`src/hdl/uart_frame_receiver_xor_check_defines.svh`:
```
// ----------------------------------------------------------------------------
// uart frame receiver assertion macros
// checks sampled on the rising edge of clk; UFRX_ASSERT checks are off while arst_n is low
// ----------------------------------------------------------------------------
`ifndef UART_FRAME_RECEIVER_XOR_CHECK_DEFINES_SVH
`define UART_FRAME_RECEIVER_XOR_CHECK_DEFINES_SVH

// property that holds at every edge once out of reset
`define UFRX_ASSERT(lbl, prop, msg) \
	lbl: assert property (@(posedge clk) disable iff (!arst_n) prop) else $error(msg);

// property whose trigger needs no reset masking
`define UFRX_ASSERT_ALWAYS(lbl, prop, msg) \
	lbl: assert property (@(posedge clk) prop) else $error(msg);

`endif

```
`src/hdl/ufrx_pkg.sv`:
```
// ----------------------------------------------------------------------------
// ufrx_pkg
// types and constants shared by the uart frame receiver
// ----------------------------------------------------------------------------
package ufrx_pkg;

	// largest frame in bytes, header and checksum included
	localparam int MAX_FRAME = 256;
	localparam logic [8:0] MAX_LEN = 9'(MAX_FRAME - 5);

	localparam logic [7:0] START_DEFAULT = 8'h0D;
	localparam logic [7:0] CMD_HELLO = 8'h01;
	localparam logic [7:0] CMD_GOODBYE = 8'h02;

	// register indexes
	localparam logic [0:0] REG_START_CODE = 1'b0;

	// frame queue between parser and result stage
	localparam int QDEPTH = 4;
	localparam int QAW = $clog2(QDEPTH);
	localparam int QPW = QAW + 1;

	typedef enum logic [2:0] {
		PH_HUNT    = 3'd0,
		PH_ADDR    = 3'd1,
		PH_CMD     = 3'd2,
		PH_LEN     = 3'd3,
		PH_PAYLOAD = 3'd4,
		PH_CHECK   = 3'd5
	} parse_phase_t;

	typedef enum logic [2:0] {
		ST_HELLO   = 3'd0,
		ST_GOODBYE = 3'd1,
		ST_UNKNOWN = 3'd2,
		ST_BADSUM  = 3'd3,
		ST_TOOLONG = 3'd4
	} frame_status_t;

	// one finished frame as left by the parser
	typedef struct packed {
		logic       too_long;
		logic       sum_ok;
		logic [7:0] address;
		logic [7:0] command;
		logic [7:0] length;
		logic [7:0] xr;
	} frame_rec_t;

	typedef struct packed {
		logic full;
		logic empty;
	} q_stat_t;

endpackage

```
`src/hdl/ufrx_front.sv`:
```
// ----------------------------------------------------------------------------
// ufrx_front
// byte parser: frames start, address, command, length, payload, checksum
// ----------------------------------------------------------------------------
module ufrx_front (
	input  logic                  clk,
	input  logic                  arst_n,
	input  logic                  rx_valid,
	output logic                  rx_ready,
	input  logic [7:0]            rx_byte,
	input  logic [7:0]            start_code,
	input  ufrx_pkg::q_stat_t     q_stat,
	output logic                  push,
	output ufrx_pkg::frame_rec_t  push_data
);

	ufrx_pkg::parse_phase_t phase_q, phase_nxt;
	logic [7:0] addr_q, cmd_q, len_q, left_q, xor_q;
	logic       accept;

	assign rx_ready = !q_stat.full;
	assign accept   = rx_valid && rx_ready;

	always_ff @(posedge clk or negedge arst_n) begin
		if (!arst_n) begin
			phase_q <= ufrx_pkg::PH_HUNT;
		end else if (accept) begin
			phase_q <= phase_nxt;
		end
	end

	always_comb begin
		phase_nxt          = phase_q;
		push               = 1'b0;
		push_data.too_long = 1'b0;
		push_data.sum_ok   = (rx_byte == xor_q);
		push_data.address  = addr_q;
		push_data.command  = cmd_q;
		push_data.length   = len_q;
		push_data.xr       = xor_q;
		case (phase_q)
			ufrx_pkg::PH_ADDR: begin
				phase_nxt = ufrx_pkg::PH_CMD;
			end
			ufrx_pkg::PH_CMD: begin
				phase_nxt = ufrx_pkg::PH_LEN;
			end
			ufrx_pkg::PH_LEN: begin
				if ({1'b0, rx_byte} > ufrx_pkg::MAX_LEN) begin
					// oversize length closes the frame on the spot
					push               = accept;
					push_data.too_long = 1'b1;
					push_data.length   = rx_byte;
					push_data.xr       = xor_q ^ rx_byte;
					phase_nxt          = ufrx_pkg::PH_HUNT;
				end else if (rx_byte == 8'd0) begin
					phase_nxt = ufrx_pkg::PH_CHECK;
				end else begin
					phase_nxt = ufrx_pkg::PH_PAYLOAD;
				end
			end
			ufrx_pkg::PH_PAYLOAD: begin
				if (left_q == 8'd1) begin
					phase_nxt = ufrx_pkg::PH_CHECK;
				end
			end
			ufrx_pkg::PH_CHECK: begin
				push      = accept;
				phase_nxt = ufrx_pkg::PH_HUNT;
			end
			default: begin
				// hunting, and any unused phase code
				if (rx_byte == start_code) begin
					phase_nxt = ufrx_pkg::PH_ADDR;
				end else begin
					phase_nxt = ufrx_pkg::PH_HUNT;
				end
			end
		endcase
	end

	always_ff @(posedge clk) begin
		if (accept) begin
			case (phase_q)
				ufrx_pkg::PH_ADDR: begin
					addr_q <= rx_byte;
					xor_q  <= xor_q ^ rx_byte;
				end
				ufrx_pkg::PH_CMD: begin
					cmd_q <= rx_byte;
					xor_q <= xor_q ^ rx_byte;
				end
				ufrx_pkg::PH_LEN: begin
					len_q  <= rx_byte;
					left_q <= rx_byte;
					xor_q  <= xor_q ^ rx_byte;
				end
				ufrx_pkg::PH_PAYLOAD: begin
					left_q <= left_q - 8'd1;
					xor_q  <= xor_q ^ rx_byte;
				end
				ufrx_pkg::PH_CHECK: begin
					xor_q <= xor_q;
				end
				default: begin
					if (rx_byte == start_code) begin
						xor_q <= rx_byte;
					end
				end
			endcase
		end
	end

endmodule

```
`src/hdl/ufrx_queue.sv`:
```
// ----------------------------------------------------------------------------
// ufrx_queue
// small frame queue between the parser and the result stage
// ----------------------------------------------------------------------------
module ufrx_queue (
	input  logic                  clk,
	input  logic                  arst_n,
	input  logic                  push,
	input  ufrx_pkg::frame_rec_t  push_data,
	input  logic                  pop,
	output ufrx_pkg::frame_rec_t  pop_data,
	output ufrx_pkg::q_stat_t     stat
);

	ufrx_pkg::frame_rec_t entry_q [ufrx_pkg::QDEPTH];
	logic [ufrx_pkg::QPW-1:0] wr_ptr_q, rd_ptr_q;

	always_ff @(posedge clk or negedge arst_n) begin
		if (!arst_n) begin
			wr_ptr_q <= '0;
			rd_ptr_q <= '0;
		end else begin
			if (push) begin
				wr_ptr_q <= wr_ptr_q + ufrx_pkg::QPW'(1);
			end
			if (pop) begin
				rd_ptr_q <= rd_ptr_q + ufrx_pkg::QPW'(1);
			end
		end
	end

	always_ff @(posedge clk) begin
		if (push) begin
			entry_q[wr_ptr_q[ufrx_pkg::QAW-1:0]] <= push_data;
		end
	end

	assign pop_data   = entry_q[rd_ptr_q[ufrx_pkg::QAW-1:0]];
	assign stat.empty = (wr_ptr_q == rd_ptr_q);
	// same slot, opposite lap
	assign stat.full  = (wr_ptr_q[ufrx_pkg::QAW] != rd_ptr_q[ufrx_pkg::QAW]) &&
		(wr_ptr_q[ufrx_pkg::QAW-1:0] == rd_ptr_q[ufrx_pkg::QAW-1:0]);

endmodule

```
`src/hdl/ufrx_back.sv`:
```
// ----------------------------------------------------------------------------
// ufrx_back
// result stage: decodes frame status and holds the output register
// ----------------------------------------------------------------------------
module ufrx_back (
	input  logic                  clk,
	input  logic                  arst_n,
	input  ufrx_pkg::q_stat_t     q_stat,
	output logic                  pop,
	input  ufrx_pkg::frame_rec_t  pop_data,
	output logic                  frame_valid,
	input  logic                  frame_ready,
	output logic [2:0]            frame_status,
	output logic [7:0]            frame_address,
	output logic [7:0]            frame_command,
	output logic [7:0]            frame_length,
	output logic [7:0]            computed_xor
);

	ufrx_pkg::frame_status_t status_nxt, status_q;
	logic       valid_q;
	logic [7:0] addr_q, cmd_q, len_q, xor_q;

	assign pop = !q_stat.empty && (!valid_q || frame_ready);

	always_comb begin
		if (pop_data.too_long) begin
			status_nxt = ufrx_pkg::ST_TOOLONG;
		end else if (!pop_data.sum_ok) begin
			status_nxt = ufrx_pkg::ST_BADSUM;
		end else if (pop_data.command == ufrx_pkg::CMD_HELLO) begin
			status_nxt = ufrx_pkg::ST_HELLO;
		end else if (pop_data.command == ufrx_pkg::CMD_GOODBYE) begin
			status_nxt = ufrx_pkg::ST_GOODBYE;
		end else begin
			status_nxt = ufrx_pkg::ST_UNKNOWN;
		end
	end

	always_ff @(posedge clk or negedge arst_n) begin
		if (!arst_n) begin
			valid_q <= 1'b0;
		end else if (pop) begin
			valid_q <= 1'b1;
		end else if (frame_ready) begin
			valid_q <= 1'b0;
		end
	end

	always_ff @(posedge clk) begin
		if (pop) begin
			status_q <= status_nxt;
			addr_q   <= pop_data.address;
			cmd_q    <= pop_data.command;
			len_q    <= pop_data.length;
			xor_q    <= pop_data.xr;
		end
	end

	assign frame_valid   = valid_q;
	assign frame_status  = status_q;
	assign frame_address = addr_q;
	assign frame_command = cmd_q;
	assign frame_length  = len_q;
	assign computed_xor  = xor_q;

endmodule

```
`src/hdl/uart_frame_receiver_xor_check.sv`:
```
// ----------------------------------------------------------------------------
// uart_frame_receiver_xor_check
// frames received uart bytes and checks each frame's xor checksum
// ----------------------------------------------------------------------------
// Bytes arrive one per transfer on rx_* and are framed as start byte, address,
// command, length, length payload bytes and one checksum byte; bytes seen while
// hunting that do not match start_code (APB register at byte address 0, reset
// 0x0D) are dropped. Every finished frame gives one transfer on frame_*: status
// (hello, goodbye, unknown command, checksum error, or length too long, the
// last raised as soon as a length above MAX_FRAME-5 is seen), the header bytes
// and the xor of all frame bytes before the checksum. The parser takes one
// byte every cycle while rx_ready is high; a finished frame is handed to the
// result stage through a four-entry queue, so rx_ready only drops once four
// frames wait behind an output that is not being taken. A result is first
// written into the queue and then into the output register. Payload bytes
// are not kept.
// ----------------------------------------------------------------------------
`include "uart_frame_receiver_xor_check_defines.svh"

module uart_frame_receiver_xor_check (
	input  logic        clk,
	input  logic        arst_n,
	// received byte transfers
	input  logic        rx_valid,
	output logic        rx_ready,
	input  logic [7:0]  rx_byte,
	// frame result transfers
	output logic        frame_valid,
	input  logic        frame_ready,
	output logic [2:0]  frame_status,
	output logic [7:0]  frame_address,
	output logic [7:0]  frame_command,
	output logic [7:0]  frame_length,
	output logic [7:0]  computed_xor,
	// register port
	input  logic        psel,
	input  logic        penable,
	input  logic        pwrite,
	input  logic [2:0]  paddr,
	input  logic [31:0] pwdata,
	output logic [31:0] prdata,
	output logic        pready
);

	logic [7:0]           start_code_q;
	logic                 cfg_wr;
	logic                 q_push, q_pop;
	ufrx_pkg::frame_rec_t q_wdata, q_rdata;
	ufrx_pkg::q_stat_t    q_stat;

	// register port: no wait states, word index taken from paddr[2]
	assign pready = 1'b1;
	assign cfg_wr = psel && penable && pwrite && pready;

	always_ff @(posedge clk or negedge arst_n) begin
		if (!arst_n) begin
			start_code_q <= ufrx_pkg::START_DEFAULT;
		end else if (cfg_wr && (paddr[2:2] == ufrx_pkg::REG_START_CODE)) begin
			start_code_q <= pwdata[7:0];
		end
	end

	// addresses beyond the register read as zero
	assign prdata = (paddr[2:2] == ufrx_pkg::REG_START_CODE) ?
		{24'd0, start_code_q} : 32'd0;

	// parser: classifies each byte, pushes a record when a frame closes
	ufrx_front u_front (
		.clk        (clk),
		.arst_n     (arst_n),
		.rx_valid   (rx_valid),
		.rx_ready   (rx_ready),
		.rx_byte    (rx_byte),
		.start_code (start_code_q),
		.q_stat     (q_stat),
		.push       (q_push),
		.push_data  (q_wdata)
	);

	// decouples the parser from output stalls
	ufrx_queue u_queue (
		.clk       (clk),
		.arst_n    (arst_n),
		.push      (q_push),
		.push_data (q_wdata),
		.pop       (q_pop),
		.pop_data  (q_rdata),
		.stat      (q_stat)
	);

	// status decode and output register
	ufrx_back u_back (
		.clk           (clk),
		.arst_n        (arst_n),
		.q_stat        (q_stat),
		.pop           (q_pop),
		.pop_data      (q_rdata),
		.frame_valid   (frame_valid),
		.frame_ready   (frame_ready),
		.frame_status  (frame_status),
		.frame_address (frame_address),
		.frame_command (frame_command),
		.frame_length  (frame_length),
		.computed_xor  (computed_xor)
	);

	// the parser must never write into a full queue
	`UFRX_ASSERT(a_no_push_full, q_push |-> !q_stat.full, "frame pushed into full queue")

	// a new result only follows a record taken from the queue
	`UFRX_ASSERT(a_valid_from_pop, $rose(frame_valid) |-> $past(q_pop), "result without queue pop")

	// too-long status only for a length beyond the frame limit
	`UFRX_ASSERT(a_toolong_len,
		frame_valid && (frame_status == ufrx_pkg::ST_TOOLONG) |->
		({1'b0, frame_length} > ufrx_pkg::MAX_LEN), "too-long status with legal length")

	// no result is pending while reset is held
	`UFRX_ASSERT_ALWAYS(a_reset_idle, !arst_n |-> !frame_valid, "result valid during reset")

endmodule

```
`config.mk`:
```
export PLATFORM = sky130hd
export DESIGN_NAME = uart_frame_receiver_xor_check
export DESIGN_NICKNAME = d
export VERILOG_FILES = /design/src/hdl/ufrx_pkg.sv /design/src/hdl/ufrx_front.sv /design/src/hdl/ufrx_queue.sv /design/src/hdl/ufrx_back.sv /design/src/hdl/uart_frame_receiver_xor_check.sv
export VERILOG_INCLUDE_DIRS = /design/src /design/src/hdl
export SDC_FILE = /design/constraint.sdc
export NUM_CORES = 1
export LEC_CHECK = 0
export BUFFER_PORTS_ARGS = -buffer_cell sky130_fd_sc_hd__buf_2
export CAP_MARGIN = 25
export CORE_ASPECT_RATIO = 0.6
export CORE_MARGIN = 2
export CORE_UTILIZATION = 57
export DETAILED_ROUTE_END_ITERATION = 6
export GPL_TIMING_DRIVEN = 1
export PLACE_DENSITY = 0.75
export SKIP_CTS_REPAIR_TIMING = 1
export SLEW_MARGIN = 10
export SYNTH_ARGS = -nofsm -noshare
export SYNTH_HDL_FRONTEND = slang
export SYNTH_SLANG_ARGS = --single-unit
```
`constraint.sdc`:
```
create_clock -name clk -period 4.2 [get_ports clk]
set_input_delay 1.05 -clock clk [delete_from_list [all_inputs] [get_ports clk]]
set_output_delay 1.05 -clock clk [all_outputs]
set_load 0.1 [all_outputs]
```
==> key figures <==
Global routing
  • Total global routing overflow: 0
  • Initial antenna violation count: 0
  • Vias in the first global route: 4440
  • First-pass GRT wire length: 25580 um
  • Total GRT Usage: 0.1997
  • Pin count of the biggest net entering global routing: 36

Finish
  • FF/Latch Area: 6792 um^2
  • Final std cells w/o fill: 792
  • Layout cell share with drive strength beyond 1: 0.2733
  • Post-route cell area: 10250 um^2
  • Diodes inserted: 0
  • Filler instances: approximately 1000
  • Area grow syn2layout: 12.93%
  • # nets final: 633
  • Area of the multi-input gates: 2076 um^2

Yosys
  • Simple-gate share of the synthesized area: 0.04933
  • Yosys warnings: 0
  • Count of flip-flops with a built-in enable after synthesis: 211
  • Post-synthesis compound-gate area fraction: 0.01667
  • Post-synth top area share: 0.6978
  • Synth cell types: 42
  • Synthesized cell area: 9080 um^2
  • Post-Synth Adder-Cell Area: 0.009646
  • Post-synth top cells: edfxtp_1, xnor2_1, mux4_2
  • Mean Syn Cell Area: 18.27 um^2
  • Synth Flop Type: edfxtp_1
  • Area contributors post-synth: edfxtp_1, mux4_2, dfrtp_1, xnor2_1, buf_4
  • Flip-flop and latch count after synthesis: 229
  • Count leader, synth: edfxtp_1
  • Sequential-to-total area share from yosys stat: 0.7478
  • Ys async rst share: 0.07860
  • Largest family of logic cells by synthesized area: multiplexers
  • Yosys top cell by area: edfxtp_1
  • Multiplexer area fraction after synthesis: 0.09632
  • Synth Area in XOR/XNOR: 0.04437
  • Cells after Synth: 497

STA
  • Worst-Margin Slew: roughly 0.84 ns
  • Setup TNS: 0 ns
  • Fin. max-slew vios: 0
  • Final Skew: 0.01744 ns
  • Final hold viol count: 0
  • Max Clock Freq: 309.7 MHz
  • Post-layout min period: 3.229 ns
  • Setup Viol. Count Final: 0
  • Relative slew slack: 0.4349
  • Final worst path period share: 0.7688
  • Unrepaired setup endpoints after global routing: no

Placement
  • Port Buffer Count: roughly 70
  • Gpl congestion: 0.8005
  • DP Wirelength: 9865 um
  • Placed insts: roughly 760
  • Placed instance area: approximately 9600 um^2

Clock tree
  • Clock latency on the worst-skew pair: ~0.50 ns
  • Root Driver: clkbuf_16
  • CTS tree: built
  • CTS H-tree lvls: 1
  • CTS Buf Count: 21
  • Clk sinks: 229
  • Clock transition at path regs: 0.07 ns
  • Clock Path Buffers: 3

Routing
  • Average wire per standard cell: around 20 um
  • Final WL: 16210 um
  • Vias: 4377
  • DR pass1 iterations: 4
  • Drt drc: 0
  • Antenna-violating nets left: 0
  • Vias/cell: 5.527
  • Met2 wire length: 7907 um
  • M1 WL: ~7000 um
  • Met3 wire len: roughly 1100 um
  • DR top layer: met4
  • DRT iter0 DRCs: roughly 300

Job
  • Max cap viols: 0

Pwr
  • Power per cell area: 805.1 nW/um^2
  • Max VDD drop: ~0.00074 V
  • P_leak: 3.596 nW
  • Tot Pwr: 8.255 mW

Floorplanning
  • IO Count: 120
  • Std cell rows: 35
  • Die X: 166.9 um
  • Core area: between 15000 and 20000 um^2
  • Initial Utilization: 0.5874
  • Die height: 101.8 um
  • Full die area: roughly 17000 um^2

Critical path
  • CP Max Fanout: 20
  • Worst EP arrival: about 2.2 ns
  • CP Data Required Time: between 3 and 4 ns
  • Crit. End Element: output port
  • Critical path class: register to output port
  • Startpoint types: register

Status
  • Outcome: complete, no violations

Hold path
  • HP Class: input pin to asynchronous set/reset pin
==> critical path, stage by stage (launching register included) <==
cell     delay [ns]
dfrtp_2        0.81
xor2_1         0.16
or3_1          0.40
buf_2          0.32
==> power by group <==
part / switching (mW) / leakage [nW] / internal (mW)
Combinational: 2.32 / 1.13 / 0.723
Sequential: 0.278 / 2.14 / 3.07
Clock: 0.761 / 0.326 / 1.10
Total: 3.36 / 3.60 / 4.90
==> flip-flops by register name (all words and copies together), names as in the netlist <==
| name | flops |
|---|---|
| u_queue.entry_q | 136 |
| u_back.frame_length | 8 |
| u_front.addr_q | 8 |
| u_queue.wr_ptr_q | 3 |
| u_front.left_q | 8 |
| u_queue.rd_ptr_q | 3 |
| start_code_q | 8 |
| u_back.computed_xor | 8 |
| u_front.len_q | 8 |
| u_back.frame_status | 3 |
| u_front.xor_q | 8 |
| u_back.frame_address | 8 |
| u_back.frame_command | 8 |
| u_front.phase_q | 3 |
| u_back.frame_valid | 1 |
| u_front.cmd_q | 8 |
==> layout make-up <==
class | instances | area share
Sequential cell | 229 | 0.6624
Multi-Input combinational cell | 235 | 0.2024
Clock buffer | 24 | 0.05235
Timing Repair Buffer | 80 | 0.04198
Tap cell | 203 | 0.02477
Clock inverter | 12 | 0.01281
Inverter | 9 | 0.003295
==> routing by layer <==
metal	vias to the layer above	track usage
met5	-	0
met4	0	0.03515
met3	20	0.03439
met2	137	0.3223
met1	2228	0.2979
li1	1992	-
==> final timing paths <==
check / startpoint / to / slack, ns / cells past startpoint
max in group asynchronous: arst_n / u_queue.rd_ptr_q[0] / 3.37 / 1
min in group clk: u_front.addr_q[4] / u_queue.entry_q[2][28] / 0.49 / 0
worst max-delay path: u_queue.rd_ptr_q[0] / rx_ready / 0.97 / 3
worst min-delay path: arst_n / u_queue.wr_ptr_q[1] / 0.49 / 1
worst min register to register: u_front.addr_q[4] / u_queue.entry_q[2][28] / 0.49 / 0
worst max register to register: u_queue.rd_ptr_q[0] / u_back.frame_status[0] / 1.33 / 5
==> placed cells by master, fill, tap and decap left out, types with 4 or more instances in the layout <==
master       n
nor4_1       4
mux2_2       9
ha_1         7
inv_1        9
a21oi_1     12
mux4_2      32
dfrtp_1     14
conb_1      25
nor3_1       4
nor2b_1      8
or2_2        6
xnor2_1     33
and2_1       4
clkinv_1     6
clkbuf_16   21
nand4_1      4
edfxtp_1   211
nor2_1      19
nand2b_1     5
xor2_1      13
nand2_1     23
buf_2       68
o21ai_0      8
buf_4       12
==> through the flow <==
| step | utilization | setup WS (ns) | hold WS, ns |
|---|---|---|---|
| finish | 0.6633 | 0.9709 | 0.4906 |
| global route | 0.6633 | 0.7694 | 0.5002 |
| CTS | 0.6628 | 0.9095 | 0.4867 |
| detailed placement | 0.6196 | 0.8753 | 0.4802 |
| global placement | 0.6196 | 1.061 | 0.4646 |
| floorplan | - | 0.6471 | 0.4587 |
==> kinds of logic after synthesis <==
family,count (synthesis)
other cells,2
flops,229
xor+xnor,46
mux,43
simple gates,87
fa+ha+maj,7
compound gates,27
buf+inv,56
No activity file was read; power rests on OpenSTA's default activity.
